==> config.mk <==
export PLATFORM = sky130hd
export DESIGN_NAME = bounded_deque_with_search
export DESIGN_NICKNAME = d
export VERILOG_FILES = /design/src/bdq_pkg.sv /design/src/bdq_ctrl.sv /design/src/bdq_dp.sv /design/src/bounded_deque_with_search.sv
export SDC_FILE = /design/constraint.sdc
export NUM_CORES = 1
export LEC_CHECK = 0
export BUFFER_PORTS_ARGS = -buffer_cell sky130_fd_sc_hd__buf_2
export CORE_ASPECT_RATIO = 2
export CORE_MARGIN = 5
export CORE_UTILIZATION = 45
export CTS_CLUSTER_DIAMETER = 80
export DETAILED_ROUTE_END_ITERATION = 10
export GPL_TIMING_DRIVEN = 0
export SYNTH_ARGS = -nofsm -noshare
export SYNTH_HDL_FRONTEND = slang
export SYNTH_SLANG_ARGS = --single-unit
==> constraint.sdc <==
create_clock -name clk_i -period 6.5 [get_ports clk_i]
set_input_delay 0.65 -clock clk_i [delete_from_list [all_inputs] [get_ports clk_i]]
set_output_delay 0.65 -clock clk_i [all_outputs]
set_load 0.05 [all_outputs]
==> src/bdq_pkg.sv <==
`default_nettype none

package bdq_pkg;

  // Default number of slots in the queue.
  localparam int unsigned DepthDefault = 8;

  // Field widths fixed by the interface.
  localparam int unsigned CmdW    = 3;
  localparam int unsigned ValueW  = 32;
  localparam int unsigned StatusW = 2;

  // Command codes.
  typedef enum logic [CmdW-1:0] {
    CmdPushFront = 3'd0,
    CmdPushBack  = 3'd1,
    CmdPopFront  = 3'd2,
    CmdPopBack   = 3'd3,
    CmdSearch    = 3'd4
  } cmd_e;

  // Result status codes.
  typedef enum logic [StatusW-1:0] {
    StatOk       = 2'd0,
    StatNoRoom   = 2'd1,
    StatEmpty    = 2'd2,
    StatNotFound = 2'd3
  } status_e;

  // Commands from the controller to the datapath.
  typedef struct packed {
    logic accept;     // a transaction is taken this cycle
    logic load_scan;  // start a search at the front slot
    logic read;       // read the slot under the scan pointer
    logic finish;     // the search ends with this compare
    logic advance;    // move the scan pointer to the next slot
  } ctrl_t;

  // Status from the datapath to the controller.
  typedef struct packed {
    logic search_go;  // the offered command is a search on a non-empty queue
    logic hit;        // the slot just read matches the key
    logic last;       // the scan pointer sits at the back slot
  } stat_t;

endpackage

`default_nettype wire

==> src/bdq_ctrl.sv <==
`default_nettype none

module bdq_ctrl
  import bdq_pkg::*;
(
  input  wire logic  clk_i,
  input  wire logic  rst_ni,
  input  wire logic  start_i,
  input  wire stat_t stat_i,
  output ctrl_t      ctrl_o,
  output logic       busy_o
);

  typedef enum logic [2:0] {
    StIdle = 3'b001,
    StRead = 3'b010,
    StCmp  = 3'b100
  } state_e;

  state_e state_q, state_d;

  // Next state and command decode.
  always_comb begin
    state_d = state_q;
    ctrl_o  = '0;
    busy_o  = 1'b1;
    unique case (state_q)
      StIdle: begin
        busy_o = 1'b0;
        if (start_i) begin
          ctrl_o.accept = 1'b1;
          if (stat_i.search_go) begin
            ctrl_o.load_scan = 1'b1;
            state_d          = StRead;
          end
        end
      end
      StRead: begin
        ctrl_o.read = 1'b1;
        state_d     = StCmp;
      end
      StCmp: begin
        if (stat_i.hit || stat_i.last) begin
          ctrl_o.finish = 1'b1;
          state_d       = StIdle;
        end else begin
          ctrl_o.advance = 1'b1;
          state_d        = StRead;
        end
      end
      default: begin
        state_d = StIdle;
      end
    endcase
  end

  // State register.
  always_ff @(posedge clk_i or negedge rst_ni) begin
    if (!rst_ni) begin
      state_q <= StIdle;
    end else begin
      state_q <= state_d;
    end
  end

endmodule

`default_nettype wire

==> src/bdq_dp.sv <==
`default_nettype none

module bdq_dp
  import bdq_pkg::*;
#(
  parameter int unsigned DEPTH = DepthDefault,
  localparam int unsigned IdxW = $clog2(DEPTH)
) (
  input  wire logic                     clk_i,
  input  wire logic                     rst_ni,
  input  wire ctrl_t                    ctrl_i,
  input  wire logic [CmdW-1:0]          cmd_i,
  input  wire logic signed [ValueW-1:0] value_i,
  output stat_t                         stat_o,
  output logic                          done_o,
  output logic [StatusW-1:0]            status_o,
  output logic [IdxW-1:0]               slot_index_o
);

  localparam logic [IdxW-1:0] LastIdx = IdxW'(DEPTH - 1);

  // Slot storage, written by pushes and read by the search scan.
  logic [ValueW-1:0] mem [DEPTH];

  logic [IdxW-1:0]   front_q, front_d;
  logic [IdxW-1:0]   back_q, back_d;
  logic              empty_q, empty_d;
  logic [IdxW-1:0]   scan_q;
  logic [ValueW-1:0] key_q;
  logic [ValueW-1:0] rd_q;

  logic              wr_en;
  logic [IdxW-1:0]   wr_addr;

  logic              done_q, done_d;
  status_e           status_q, status_d;
  logic [IdxW-1:0]   slot_q, slot_d;

  // Status toward the controller.
  assign stat_o.search_go = (cmd_e'(cmd_i) == CmdSearch) && !empty_q;
  assign stat_o.hit       = (rd_q == key_q);
  assign stat_o.last      = (scan_q == back_q);

  // Queue update and result for every command that completes at once, and the search result when the scan finishes.
  always_comb begin
    front_d  = front_q;
    back_d   = back_q;
    empty_d  = empty_q;
    wr_en    = 1'b0;
    wr_addr  = '0;
    done_d   = 1'b0;
    status_d = StatOk;
    slot_d   = '0;

    if (ctrl_i.accept) begin
      done_d = 1'b1;
      case (cmd_e'(cmd_i))
        CmdPushFront: begin
          if (empty_q || front_q == '0) begin
            status_d = StatNoRoom;
          end else begin
            front_d = front_q - 1'b1;
            wr_en   = 1'b1;
            wr_addr = front_q - 1'b1;
            slot_d  = front_q - 1'b1;
          end
        end
        CmdPushBack: begin
          if (empty_q) begin
            front_d = '0;
            back_d  = '0;
            empty_d = 1'b0;
            wr_en   = 1'b1;
            wr_addr = '0;
          end else if (back_q == LastIdx) begin
            status_d = StatNoRoom;
          end else begin
            back_d  = back_q + 1'b1;
            wr_en   = 1'b1;
            wr_addr = back_q + 1'b1;
            slot_d  = back_q + 1'b1;
          end
        end
        CmdPopFront, CmdPopBack: begin
          if (empty_q) begin
            status_d = StatEmpty;
          end else if (front_q == back_q) begin
            front_d = '0;
            back_d  = '0;
            empty_d = 1'b1;
          end else if (cmd_e'(cmd_i) == CmdPopFront) begin
            front_d = front_q + 1'b1;
          end else begin
            back_d = back_q - 1'b1;
          end
        end
        CmdSearch: begin
          if (empty_q) begin
            status_d = StatEmpty;
          end else begin
            // The scan delivers the result later.
            done_d = 1'b0;
          end
        end
        default: begin
          status_d = StatOk;
        end
      endcase
    end else if (ctrl_i.finish) begin
      done_d = 1'b1;
      if (stat_o.hit) begin
        status_d = StatOk;
        slot_d   = scan_q;
      end else begin
        status_d = StatNotFound;
      end
    end
  end

  // Control registers: queue bounds and result strobe.
  always_ff @(posedge clk_i or negedge rst_ni) begin
    if (!rst_ni) begin
      front_q <= '0;
      back_q  <= '0;
      empty_q <= 1'b1;
      done_q  <= 1'b0;
    end else begin
      front_q <= front_d;
      back_q  <= back_d;
      empty_q <= empty_d;
      done_q  <= done_d;
    end
  end

  // Result payload and scan registers.
  always_ff @(posedge clk_i) begin
    status_q <= status_d;
    slot_q   <= slot_d;
    if (ctrl_i.load_scan) begin
      scan_q <= front_q;
      key_q  <= value_i;
    end else if (ctrl_i.advance) begin
      scan_q <= scan_q + 1'b1;
    end
  end

  // Slot memory with one write port and a registered read port.
  always_ff @(posedge clk_i) begin
    if (wr_en) begin
      mem[wr_addr] <= value_i;
    end
    if (ctrl_i.read) begin
      rd_q <= mem[scan_q];
    end
  end

  assign done_o       = done_q;
  assign status_o     = status_q;
  assign slot_index_o = slot_q;

endmodule

`default_nettype wire

==> src/bounded_deque_with_search.sv <==
`default_nettype none

// Bounded double-ended queue in a fixed, non-circular array, with search.
// Command channel: cmd_i and value_i are taken at a rising edge where start
// is high and busy is low. Commands are push front, push back, pop front,
// pop back and search; each transaction yields exactly one result.
// Result channel: status_o and slot_index_o are valid for the single cycle
// in which done_o is high; the receiver cannot stall the block.
// Push, pop, unused codes and a search of an empty queue: done_o rises in the
// cycle after acceptance and busy stays low, so one transaction per cycle.
// Search of a non-empty queue: busy is high while the scan runs, and done_o
// rises after the last compare; 1 to DEPTH slots are compared. Each compare
// is a registered read of the slot memory read port followed by the key
// compare.
// Reset clears both indices, marks the queue empty and drops any search in
// progress; slot contents are not cleared and need no clearing pass.

module bounded_deque_with_search
  import bdq_pkg::*;
#(
  parameter int unsigned DEPTH = DepthDefault,
  localparam int unsigned IdxW = $clog2(DEPTH)
) (
  input  wire logic                     clk_i,
  input  wire logic                     rst_ni,
  input  wire logic                     start,
  output logic                          busy,
  input  wire logic [CmdW-1:0]          cmd_i,
  input  wire logic signed [ValueW-1:0] value_i,
  output logic                          done_o,
  output logic [StatusW-1:0]            status_o,
  output logic [IdxW-1:0]               slot_index_o
);

  ctrl_t ctrl;
  stat_t stat;

  // Sequencer for command acceptance and the search scan.
  bdq_ctrl u_ctrl (
    .clk_i  (clk_i),
    .rst_ni (rst_ni),
    .start_i(start),
    .stat_i (stat),
    .ctrl_o (ctrl),
    .busy_o (busy)
  );

  // Queue state, slot memory and result registers.
  bdq_dp #(
    .DEPTH(DEPTH)
  ) u_dp (
    .clk_i       (clk_i),
    .rst_ni      (rst_ni),
    .ctrl_i      (ctrl),
    .cmd_i       (cmd_i),
    .value_i     (value_i),
    .stat_o      (stat),
    .done_o      (done_o),
    .status_o    (status_o),
    .slot_index_o(slot_index_o)
  );

endmodule

`default_nettype wire
==> flow_summary_export.csv <==
group,metric,value,unit
synthesis,ys_ff_latch,339,
clock_tree,clk_latency,0.58,ns
synthesis,ys_warn_count,0,
global_routing,grt-ovfl-total,0,
floorplanning,dieArea,33500,sq um
pwr,sequentialPowerShare,56.0,%
clock_tree,clockBufferDepth,3,
place,place_hpwl,18900,um
timing,fmax,311,MHz
clock_tree,post_cts_buffers,0,
critical_path,worstPathMaxFanout,10,
clock_tree,cts_made_buffers,30,
routing,drt_pass1_iterations,5,
global_routing,grt_pass1_vias,6828,
synthesis,postSynthAreaPerCell,21.2,sq um
synthesis,synth_top_area_cell,"edfxtp_1",
min_path,hold_class,"in2reg",
pwr,switching_share,19.2,%
critical_path,critical_path_class,"reg2reg",
timing,rsz0062_at_grt,"false",
clock_tree,cts_htree_levels,1,
critical_path,worstSetupEndpointType,"register",
place,port_buffers,43,
clock_tree,cts.clk_slew.worst_paths,0.07,ns
routing,drt_iter0_drc,417,
routing,wl,28100,um
global_routing,antenna_found_initial,1,
critical_path,crit_path_cell_trace,"ha_1, ha_1, o211ai_1, nor3b_2, buf_6, buf_6",
timing,fin_skew,0.0343,ns
clock_tree,clock_sinks,339,
synthesis,ys_top_cells_by_area,"edfxtp_1, mux4_2, mux2_4",
floorplanning,start_util,45.4,%
synthesis,synth.top_cell.area_share,72.4,%
critical_path,path_buf_inv,2,
synthesis,synth-main-ff-cell,"edfxtp_1",
place,gp_congestion,0.832,
pwr,powerDensity,276,nW/um^2
critical_path,critPathLaunchType,"register",
pwr,p_leak,5.13,nW
synthesis,ys_top_cells_by_count,"edfxtp_1, mux4_2, xor2_1, mux2_4, nand2_1",
timing,tightest_slew,0.996,ns
routing,drc,0,
floorplanning,rows,89,
routing,ant_nets,0,
timing,slew_headroom,33.6,%
pwr,combPwrFrac,1.1,%
pwr,internal_power,3.44,mW
floorplanning,die_w,132,um
synthesis,synth.most_common_cell,"edfxtp_1",
timing,timing.final.ws_setup,3.29,ns
finish,final_util,52.3,%
finish,diodes,0,
pwr,power,4.26,mW
floorplanning,ioPinCount,45,
timing,finalHoldViolCount,0,
critical_path,critPathTopFamily,"simple AND/OR/NAND/NOR gates",
critical_path,arrival,3.47,ns
critical_path,required,6.76,ns
pwr,power_frac_clock,42.9,%
synthesis,synth_nets,676,
synthesis,syn_inst,631,
clock_tree,root_buffer,"clkbuf_16",
global_routing,grtUsageTotal,16.9,%
timing,finalSetupViolations,0,
timing,finalCritPeriodShare,49.4,%
place,placed_cell_area,14400,sq um
timing,finalCriticalPeriod,3.21,ns
finish,syn_to_final_growth,15.3,%
global_routing,grt_pass1_wl,42600,um
critical_path,slowest_stage,"nor3b_2",
finish,nets,777,
pwr,ir_worst_vdd,0.173,mV
synthesis,synth_edf_count,323,
critical_path,critPathMaxStageDelay,0.87,ns
floorplanning,die_y,254,um
place,pre_cts_ws,3.18,ns
routing,vias_per_cell,5.58,
run_status,status,"completed",
pwr,p_sw,815,uW
synthesis,yosysUniqueCellTypes,59,
synthesis,synthesis.area,13400,sq um
finish,fin_area,15400,sq um
routing,vias,6239,
routing,wire_per_inst,25.1,um
job,max-cap-violations,0,
synthesis,seq_area_frac_synth,75.2,%
clock_tree,cts_tree,"yes",
finish,layout-drive-gt1-share,31.3,%
floorplanning,core,29500,sq um
global_routing,grt_max_degree,36,
timing,drv_slew,0,
synthesis,async_flop_share,3.24,%
[repair_timing]
action                    in CTS  in global routing
hold buffers                   1                  0
resized for setup              0                  0
hold endpoints to repair       9                  0
[layout by cell type, fill, tap and decap left out, drive strengths merged, types with 6 or more instances in the layout]
cell,count
nand2b,6
a21oi,10
mux4,64
buf,84
o21ai,9
xor2,35
clkinv,16
nor4,10
inv,11
clkbuf,38
mux2,32
ha,7
dfrtp,9
nor2,15
nand2,15
edfxtp,323
[cell families (layout without fill, tap and decap cells)]
group / count (synthesis) / after routing / share of synthesized area, %
XOR/XNOR: 39 / 39 / 2.55
AND/OR/NAND/NOR: 72 / 72 / 3.08
AO/OA/AOI/OAI: 45 / 45 / 2.37
multiplexers: 96 / 96 / 14.5
flip-flops: 339 / 339 / 75.2
adder cells (fa/ha/maj): 7 / 7 / 0.654
buffers and inverters: 33 / 157 / 1.65
[registers in the layout, summed over array words and instances, names as in the netlist]
name               flops
u_dp.slot_index_o      3
u_dp.empty_q           1
u_dp.back_q            3
u_dp.done_o            1
u_dp.key_q            32
u_dp.rd_q             32
u_dp.front_q           3
u_dp.mem             256
u_ctrl.state_q         3
u_dp.scan_q            3
u_dp.status_o          2
[layer usage]
metal / track usage, % / vias to the layer above / share of wire (%)
met4: 5.21 / 2 / 2.4
met3: 2.24 / 42 / 3.6
met2: 32.3 / 135 / 57
li1: - / 2785 / -
met1: 19.5 / 3275 / 37
met5: 0 / - / 0.046
[power by group through the flow]
stage	Clock (mW)	Sequential [mW]	Combinational [mW]
after floorplan	0	2.43	0.00943
after global placement	0	2.43	0.0415
after detailed placement	0	2.43	0.0459
after CTS	1.87	2.38	0.0465
after global routing	1.96	2.38	0.0516
final	1.83	2.38	0.0459
[through the flow]
step	cells	TNS, ns	hold WS (ns)
6_report	1119	0	0.355
5_1_grt	1119	0	0.356
3_3_place_gp	1038	-103.75	0.517
4_1_cts	1119	0	0.331
2_1_floorplan	631	0	0.354
3_5_place_dp	1063	0	0.549
[cell type report]
| class | instances | area (sq um) |
|---|---|---|
| clock inverters | 24 | 256 |
| clock buffers | 31 | 754 |
| fillers | 2286 | 14100 |
| flip-flops and latches | 339 | 10100 |
| plain buffers | 23 | 179 |
| repair buffers | 69 | 534 |
| inverters | 10 | 42.5 |
| multi-input cells | 259 | 3140 |
| well taps | 364 | 455 |
[final timing paths]
| kind | start | to | slack [ns] | cells after the start |
|---|---|---|---|---|
| setup / recovery | u_dp.back_q[0]$_DFFE_PN0P_ | u_dp.mem[2][8]$_DFFE_PP_ | 3.29 | 6 |
| hold / removal | value_i[18] | u_dp.mem[7][18]$_DFFE_PP_ | 0.35 | 1 |
| setup reg to reg | u_dp.back_q[0]$_DFFE_PN0P_ | u_dp.mem[2][8]$_DFFE_PP_ | 3.29 | 6 |
| hold reg to reg | u_ctrl.state_q[2]$_DFFE_PN0P_ | u_ctrl.state_q[2]$_DFFE_PN0P_ | 0.56 | 1 |
| max in group asynchronous | rst_ni | u_dp.empty_q$_DFFE_PN1P_ | 5.73 | 2 |
| min in group asynchronous | rst_ni | u_dp.done_o$_DFF_PN0_ | 0.48 | 2 |
No activity file was read; power rests on OpenSTA's default activity.
